File: src/rtl/fpr_pkg.sv
// Package for the framed packet ring buffer: beat types, mode and status codes,
// frame constants and the controller state type.
// No dependencies.
package fpr_pkg;

  // Input beat modes
  localparam logic [1:0] MODE_START = 2'd0;
  localparam logic [1:0] MODE_BYTE  = 2'd1;
  localparam logic [1:0] MODE_READ  = 2'd2;
  localparam logic [1:0] MODE_FLUSH = 2'd3;

  // Result status codes
  localparam logic [2:0] STATUS_ACCEPTED = 3'd0;
  localparam logic [2:0] STATUS_DROPPED  = 3'd1;
  localparam logic [2:0] STATUS_EMPTY    = 3'd2;
  localparam logic [2:0] STATUS_DATA     = 3'd3;
  localparam logic [2:0] STATUS_FLUSHED  = 3'd4;
  localparam logic [2:0] STATUS_SKIPPED  = 3'd5;

  // Frame layout: length byte holds payload + 2, then header, then payload
  localparam logic [5:0] CODE_MASK      = 6'h1F;
  localparam logic [3:0] NIBBLE_MASK    = 4'hF;
  localparam logic [5:0] FRAME_OVERHEAD = 6'd3;
  localparam logic [5:0] TOTAL_MAX      = CODE_MASK + FRAME_OVERHEAD;

  typedef struct packed {
    logic [1:0] mode;
    logic [7:0] header_byte;
    logic [4:0] length_code;
    logic [7:0] payload_in;
    logic [7:0] read_limit;
  } in_beat_t;

  typedef struct packed {
    logic [2:0] status;
    logic [3:0] pipe_number;
    logic [3:0] rssi_level;
    logic [7:0] data_out;
    logic [5:0] frame_payload_len;
    logic       last;
  } out_beat_t;

  typedef enum logic [2:0] {
    ST_IDLE,
    ST_HDR_WR,
    ST_RD_LEN,
    ST_RD_HDR,
    ST_RD_DATA
  } state_e;

endpackage

File: src/rtl/framed_packet_ring_buffer_unit.sv
// Framed packet ring buffer: byte ring in one synchronous memory holding
// length-prefixed radio frames, with frame write, frame read and flush.
// Depends on fpr_pkg.
//
//   channel | direction | handshake              | payload
//   --------+-----------+------------------------+----------------------
//   in      | input     | in_valid_i / in_stall_o  | fpr_pkg::in_beat_t
//   out     | output    | out_valid_o / out_stall_i| fpr_pkg::out_beat_t
//
// Payload byte, refused or dropped start, flush: one beat per cycle while not stalled.
// Accepted start: length byte in ST_IDLE, header in ST_HDR_WR (they share one write port).
// Frame read: length and header fetched via ST_RD_LEN, ST_RD_HDR, then one delivered
// byte per unstalled cycle; skipped bytes cost nothing, the read pointer jumps past them.
// Reset clears pointers and counters at once; the byte store is not cleared.
// A stalled output holds the read walk; the input is stalled while busy.
module framed_packet_ring_buffer_unit #(
  parameter int BUFFER_BYTES = 256
) (
  input  logic                clk_i,
  input  logic                rst_ni,
  input  logic                in_valid_i,
  output logic                in_stall_o,
  input  fpr_pkg::in_beat_t   in_data_i,
  output logic                out_valid_o,
  input  logic                out_stall_i,
  output fpr_pkg::out_beat_t  out_data_o
);
  import fpr_pkg::*;

  localparam int PTR_W = $clog2(BUFFER_BYTES);
  localparam int CNT_W = $clog2(BUFFER_BYTES + 1);

  function automatic logic [PTR_W-1:0] adv(input logic [PTR_W-1:0] p);
    if (p == PTR_W'(BUFFER_BYTES - 1)) return '0;
    return p + 1'b1;
  endfunction

  // Byte store
  logic [7:0]       mem [BUFFER_BYTES];
  logic             mem_we;
  logic [PTR_W-1:0] mem_waddr;
  logic [7:0]       mem_wdata;
  logic             mem_re;
  logic [PTR_W-1:0] mem_raddr;
  logic [7:0]       mem_rdata_q;

  // Control and pointer state
  state_e           state_q, state_d;
  logic [PTR_W-1:0] rp_q, rp_d, wp_q, wp_d, rd_ptr_q, rd_ptr_d;
  logic [CNT_W-1:0] free_q, free_d, frames_q, frames_d;
  logic [5:0]       pending_q, pending_d;
  logic             dropping_q, dropping_d;
  logic [7:0]       hdr_q, hdr_d, limit_q, limit_d;
  logic [5:0]       total_q, total_d, plen_q, plen_d;
  logic [5:0]       deliver_q, deliver_d, cnt_q, cnt_d;
  logic             out_valid_q, out_valid_d;
  out_beat_t        out_q, out_d;

  // Decode
  logic             out_free, in_fire, room, start_hdr, start_read, last_beat;
  logic [5:0]       total_in, len_clamped, plen_rd;
  logic [PTR_W:0]   rp_sum;
  logic [CNT_W:0]   free_sum;

  assign out_free    = !out_valid_q || !out_stall_i;
  assign in_stall_o  = !((state_q == ST_IDLE) && out_free);
  assign in_fire     = in_valid_i && !in_stall_o;
  assign total_in    = 6'(in_data_i.length_code) + FRAME_OVERHEAD;
  assign room        = free_q >= CNT_W'(total_in);
  assign start_hdr   = (in_data_i.mode == MODE_START) && (pending_q == '0) && room;
  assign start_read  = (in_data_i.mode == MODE_READ) && (in_data_i.read_limit != '0)
                       && (frames_q != '0);
  assign last_beat   = (cnt_q + 6'd1) == deliver_q;
  assign len_clamped = (mem_rdata_q < 8'(FRAME_OVERHEAD)) ? FRAME_OVERHEAD :
                       (mem_rdata_q > 8'(TOTAL_MAX))      ? TOTAL_MAX :
                       mem_rdata_q[5:0];
  assign plen_rd     = len_clamped - 6'd2;
  assign rp_sum      = {1'b0, rp_q} + (PTR_W+1)'(total_q);
  assign free_sum    = {1'b0, free_q} + (CNT_W+1)'(total_q);

  assign out_valid_o = out_valid_q;
  assign out_data_o  = out_q;

  // Next state
  always_comb begin
    state_d = state_q;
    unique case (state_q)
      ST_IDLE: begin
        if (in_fire && start_hdr) state_d = ST_HDR_WR;
        else if (in_fire && start_read) state_d = ST_RD_LEN;
      end
      ST_HDR_WR: state_d = ST_IDLE;
      ST_RD_LEN: state_d = ST_RD_HDR;
      ST_RD_HDR: state_d = ST_RD_DATA;
      ST_RD_DATA: begin
        if (out_free && last_beat) state_d = ST_IDLE;
      end
      default: state_d = ST_IDLE;
    endcase
  end

  // Datapath, memory access and results
  always_comb begin
    rp_d        = rp_q;
    wp_d        = wp_q;
    rd_ptr_d    = rd_ptr_q;
    free_d      = free_q;
    frames_d    = frames_q;
    pending_d   = pending_q;
    dropping_d  = dropping_q;
    hdr_d       = hdr_q;
    limit_d     = limit_q;
    total_d     = total_q;
    plen_d      = plen_q;
    deliver_d   = deliver_q;
    cnt_d       = cnt_q;
    mem_we      = 1'b0;
    mem_waddr   = wp_q;
    mem_wdata   = 8'(total_in);
    mem_re      = 1'b0;
    mem_raddr   = rd_ptr_q;
    out_valid_d = out_valid_q && out_stall_i;
    out_d       = out_q;

    unique case (state_q)
      ST_IDLE: begin
        if (in_fire) begin
          out_d       = '0;
          out_d.last  = 1'b1;
          out_valid_d = 1'b1;
          unique case (in_data_i.mode)
            MODE_START: begin
              out_d.status = STATUS_DROPPED;
              if (pending_q == '0) begin
                pending_d  = 6'(in_data_i.length_code) + 6'd1;
                dropping_d = !room;
                if (room) begin
                  // write length byte now, header byte next cycle
                  mem_we       = 1'b1;
                  wp_d         = adv(wp_q);
                  hdr_d        = in_data_i.header_byte;
                  free_d       = free_q - CNT_W'(total_in);
                  out_d.status = STATUS_ACCEPTED;
                end
              end
            end
            MODE_BYTE: begin
              out_d.status = STATUS_DROPPED;
              if (pending_q != '0) begin
                pending_d = pending_q - 6'd1;
                if (dropping_q) begin
                  if (pending_q == 6'd1) dropping_d = 1'b0;
                end else begin
                  mem_we       = 1'b1;
                  mem_wdata    = in_data_i.payload_in;
                  wp_d         = adv(wp_q);
                  if (pending_q == 6'd1) frames_d = frames_q + 1'b1;
                  out_d.status = STATUS_ACCEPTED;
                end
              end
            end
            MODE_READ: begin
              if (in_data_i.read_limit == '0) begin
                out_d.status = STATUS_SKIPPED;
              end else if (frames_q == '0) begin
                out_d.status = STATUS_EMPTY;
              end else begin
                // fetch the length byte; results come from the walk
                out_valid_d = out_valid_q && out_stall_i;
                out_d       = out_q;
                mem_re      = 1'b1;
                mem_raddr   = rp_q;
                rd_ptr_d    = adv(rp_q);
                limit_d     = in_data_i.read_limit;
              end
            end
            MODE_FLUSH: begin
              rp_d         = '0;
              wp_d         = '0;
              free_d       = CNT_W'(BUFFER_BYTES);
              frames_d     = '0;
              pending_d    = '0;
              dropping_d   = 1'b0;
              out_d.status = STATUS_FLUSHED;
            end
            default: ;
          endcase
        end
      end

      ST_HDR_WR: begin
        mem_we    = 1'b1;
        mem_wdata = hdr_q;
        wp_d      = adv(wp_q);
      end

      ST_RD_LEN: begin
        total_d   = len_clamped;
        plen_d    = plen_rd;
        deliver_d = (limit_q < 8'(plen_rd)) ? limit_q[5:0] : plen_rd;
        mem_re    = 1'b1;
        rd_ptr_d  = adv(rd_ptr_q);
      end

      ST_RD_HDR: begin
        hdr_d    = mem_rdata_q;
        cnt_d    = '0;
        mem_re   = 1'b1;
        rd_ptr_d = adv(rd_ptr_q);
      end

      ST_RD_DATA: begin
        if (out_free) begin
          out_valid_d             = 1'b1;
          out_d.status            = STATUS_DATA;
          out_d.pipe_number       = hdr_q[3:0] & NIBBLE_MASK;
          out_d.rssi_level        = hdr_q[7:4] & NIBBLE_MASK;
          out_d.data_out          = mem_rdata_q;
          out_d.frame_payload_len = plen_q;
          out_d.last              = last_beat;
          if (last_beat) begin
            // pop the whole frame, skipping undelivered bytes
            rp_d     = (rp_sum >= (PTR_W+1)'(BUFFER_BYTES)) ?
                       PTR_W'(rp_sum - (PTR_W+1)'(BUFFER_BYTES)) : PTR_W'(rp_sum);
            free_d   = (free_sum > (CNT_W+1)'(BUFFER_BYTES)) ?
                       CNT_W'(BUFFER_BYTES) : CNT_W'(free_sum);
            frames_d = frames_q - 1'b1;
          end else begin
            cnt_d    = cnt_q + 6'd1;
            mem_re   = 1'b1;
            rd_ptr_d = adv(rd_ptr_q);
          end
        end
      end

      default: ;
    endcase
  end

  // Memory: one write port, one registered read port
  always_ff @(posedge clk_i) begin
    if (mem_we) mem[mem_waddr] <= mem_wdata;
    if (mem_re) mem_rdata_q <= mem[mem_raddr];
  end

  // Control registers
  always_ff @(posedge clk_i or negedge rst_ni) begin
    if (!rst_ni) begin
      state_q     <= ST_IDLE;
      rp_q        <= '0;
      wp_q        <= '0;
      free_q      <= CNT_W'(BUFFER_BYTES);
      frames_q    <= '0;
      pending_q   <= '0;
      dropping_q  <= 1'b0;
      out_valid_q <= 1'b0;
    end else begin
      state_q     <= state_d;
      rp_q        <= rp_d;
      wp_q        <= wp_d;
      free_q      <= free_d;
      frames_q    <= frames_d;
      pending_q   <= pending_d;
      dropping_q  <= dropping_d;
      out_valid_q <= out_valid_d;
    end
  end

  // Payload registers
  always_ff @(posedge clk_i) begin
    rd_ptr_q  <= rd_ptr_d;
    hdr_q     <= hdr_d;
    limit_q   <= limit_d;
    total_q   <= total_d;
    plen_q    <= plen_d;
    deliver_q <= deliver_d;
    cnt_q     <= cnt_d;
    out_q     <= out_d;
  end

endmodule

File: config.mk
export PLATFORM = sky130hd
export DESIGN_NAME = framed_packet_ring_buffer_unit
export DESIGN_NICKNAME = d
export VERILOG_FILES = /design/src/rtl/fpr_pkg.sv /design/src/rtl/framed_packet_ring_buffer_unit.sv
export SDC_FILE = /design/constraint.sdc
export NUM_CORES = 2
export LEC_CHECK = 0
export ABC_AREA = 1
export BUFFER_PORTS_ARGS = -buffer_cell sky130_fd_sc_hd__buf_2
export CORE_MARGIN = 3
export CORE_UTILIZATION = 38
export DETAILED_ROUTE_END_ITERATION = 10
export REMOVE_ABC_BUFFERS = 1
export SETUP_SLACK_MARGIN = 0.3
export SLEW_MARGIN = 0
export SYNTH_ARGS = -nofsm -noshare
export SYNTH_HDL_FRONTEND = slang
export SYNTH_SLANG_ARGS = --single-unit
File: constraint.sdc
create_clock -name clk_i -period 12.4 [get_ports clk_i]
set_input_delay 1.24 -clock clk_i [delete_from_list [all_inputs] [get_ports clk_i]]
set_output_delay 1.24 -clock clk_i [all_outputs]
set_load 0.03 [all_outputs]
==> flow_summary.toml <==
[outcome]
status = "completed"

[synthesis]
yosysSeqAreaShare = 0.6725
syn_area_per_cell_sq_um = 10.23
syn-instance-count = 9454
ys_ff_latch = 2174
synth_ff_type = "edfxtp_1"
async_reset_ff_frac = 0.02070
syn_area_sq_um = 96750
ys_types = 55
yosys_warnings = 0
synth-edff-count = 2129

[layout]
layout_commonest_cell = "nand2_1"
regArea_sq_um = 65060
final_cell_mix = "nand2_1, edfxtp_1, nand3_1, inv_1, nor2_1"
fin_util = 0.4236
multi_input_area_sq_um = 23480
final_cell_area_sq_um = 106900
nets = 9410
final_cells = 12870
syn_to_final_growth_pct = 10.49
fill_cells = 23940
drive_gt1_frac = 0.05462

[critical_path]
cp.arrival_ns = 6.66
cp_max_fo = 176
cpPeakStageDelay_ns = 0.78
cp_top_family = "simple AND/OR/NAND/NOR gates"
r2r_cells = 19
path_common_cell = "nand3_1"
reg2reg_to = "mem_rdata_q[0]$_DFFE_PP_"
endpoint_kind = "register"
reg2reg_from = "frames_q[0]$_DFFE_PN0P_"
cp.required_ns = 13.01
reg2reg_slack_ns = 6.34
crit_buf_inv = 4
crit_type = "reg -> reg"
slowest_stage = "nand2_8"
cp_cell_sequence = "inv_1 -> ha_1 -> inv_1 -> nor2_1 -> nand3_1 -> nand3_4 -> nand2_4 -> nand2_8 -> buf_12 -> buf_4 -> nand2_1 -> nand3_1 -> nand3_1 -> nand3_1 -> nand3_1 -> nand3_1 -> nand3_1 -> nand3_1 -> nand2_1"
worstSetupStartpointType = "register"

[global_route]
track_usage = 0.2056
first_global_vias = 63190
antenna_found_initial = 5
grt_max_degree = 199
gr-total-overflow = 0
grt_pass1_wl_um = 407800

[clock_network]
clock_latency_ns = 0.87
clk_pin_slew_worst_paths_ns = 0.06
cts_buffers = 213
root_buffer = "clkbuf_16"
cts_tree = "yes"
hold_buffers = 0
cts_setup_buffers = 0
cts_max_level = 4
cts_resized = 0
numClockSinks = 2174
cts.path.max_buffers = 3

[sta]
hold_ws_ns = 0.5163
rsz0062_at_grt = "false"
period_share = 0.4884
worst_pin_slew_ns = 1.391
max-slew-margin-rel = 0.07294
drv_slew = 0
finalSetupViolCount = 0
finClkSkew_ns = 0.03834
finalCriticalPeriod_ns = 6.056
timing.fmax_mhz = 165.1
hold_violations = 0

[placement]
dp_hpwl_um = 154100
placed_area_sq_um = 100000
gp_congestion = 0.8911
placed_cells = 12470
port_buffers = 62

[floorplanning]
die_y_um = 510.6
die_width_um = 510.6
start_util = 0.3834
core_area_sq_um = 252300
rows = 184
die_area_sq_um = 260700
num_io_pins = 63

[power]
p_leak_uw = 0.04386
ir_worst_vdd_mv = 0.3071
power_uw = 26320
powerDensity_nw_per_um2 = 246.3

[drt]
ant_nets = 0
via_per_inst = 5.142
drt_first_iter_violations = 7642
drt_pass1_iterations = 8
via_count = 66190
wl_per_cell_um = 21.14
drcViolationCount = 0
wirelength_um = 272100

[job]
max_cap_violations = 0

[min_path]
hold_class = "in -> async"
-- worst reg2reg max path: cells and delay by family, from the launching register on --
kind | cells | cell delay (ns)
fa+ha+maj | 1 | 0.21
buf+inv | 4 | 1.83
flops | 1 | 0.40
simple gates | 14 | 3.38
-- worst max path at each step --
| stage | from | to | slack, ns | cells after the start |
|---|---|---|---|---|
| CTS | frames_q[0]$_DFFE_PN0P_ | mem_rdata_q[7]$_DFFE_PP_ | 6.39 | 19 |
| finish | frames_q[0]$_DFFE_PN0P_ | mem_rdata_q[0]$_DFFE_PP_ | 6.34 | 19 |
| global route | frames_q[0]$_DFFE_PN0P_ | mem_rdata_q[7]$_DFFE_PP_ | 5.97 | 19 |
| floorplan | out_stall_i | mem_rdata_q[1]$_DFFE_PP_ | -0.74 | 14 |
| global placement | in_data_i[7] | mem_rdata_q[7]$_DFFE_PP_ | 5.66 | 19 |
| detailed placement | out_stall_i | mem_rdata_q[7]$_DFFE_PP_ | 5.62 | 17 |
-- cell families (layout without fill, tap and decap cells) --
| group | count (synthesis) | count (layout) | synth area share |
|---|---|---|---|
| AND/OR/NAND/NOR | 4836 | 4836 | 0.2146 |
| flip-flops | 2174 | 2174 | 0.6725 |
| buffers and inverters | 2107 | 2174 | 0.08708 |
| AO/OA/AOI/OAI | 261 | 261 | 0.01707 |
| adder cells (fa/ha/maj) | 40 | 40 | 0.005406 |
| XOR/XNOR | 36 | 36 | 0.003337 |
| other | 0 | 5 | 0 |
-- sequential cells by signal, indices dropped and copies added (netlist names), 8 cells and up --
| signal | flops |
|---|---|
| rp_q | 8 |
| mem | 2048 |
| limit_q | 8 |
| mem_waddr | 8 |
| rd_ptr_q | 8 |
| mem_rdata_q | 8 |
| out_data_o | 26 |
| frames_q | 9 |
| free_q | 9 |
| hdr_q | 8 |
-- through the flow --
| stage | worst slack [ns] | setup TNS [ns] |
|---|---|---|
| floorplan | -0.7359 | -257.03 |
| global placement | 5.664 | 0 |
| detailed placement | 5.624 | 0 |
| CTS | 6.385 | 0 |
| global route | 5.972 | 0 |
| finish | 6.344 | 0 |
-- metal layers --
layer  global-route usage  wire (um)
met2               0.3290     126400
met5                    0         17
met4              0.06474       7927
met1               0.2867     115700
met3              0.03413      22020
-- report_power, final --
part | switching [uW] | total [uW] | internal, uW
logic | 7890 | 10200 | 2350
registers | 168 | 9620 | 9460
clock network | 2820 | 6470 | 3650
total | 10900 | 26300 | 15500
-- cell usage after synthesis, drive strengths merged (2+ instances only) --
cell type | instances | share of area
nand2 | 2649 | 0.10
edfxtp | 2129 | 0.66
nand3 | 1752 | 0.091
inv | 1607 | 0.062
buf | 389 | 0.020
nor2 | 341 | 0.014
clkbuf | 104 | 0.0040
o211ai | 90 | 0.0070
o21ai | 83 | 0.0045
nand3b | 57 | 0.0044
a21oi | 47 | 0.0025
dfrtp | 44 | 0.011
ha | 37 | 0.0048
xor2 | 26 | 0.0024
nor3 | 18 | 0.00093
nand4 | 12 | 0.00093
o22ai | 12 | 0.00078
xnor2 | 10 | 0.00091
clkinv | 7 | 0.00027
o221ai | 6 | 0.00054
o31ai | 5 | 0.00039
a31oi | 4 | 0.00026
a211oi | 3 | 0.00023
fa | 3 | 0.00062
o32ai | 3 | 0.00027
or2 | 3 | 0.00019
nor4 | 2 | 0.00013
o21bai | 2 | 0.00016
-- area by class of cell --
class	count	area share
clock inverters	140	0.01214
inverters	1614	0.05677
multi-input cells	5173	0.2197
well taps	3348	0.03919
clock buffers	261	0.05215
flip-flops and latches	2174	0.6086
repair buffers	159	0.01135
diodes	5	0.0001170
Note: power is estimated with default switching activity, not from simulation.
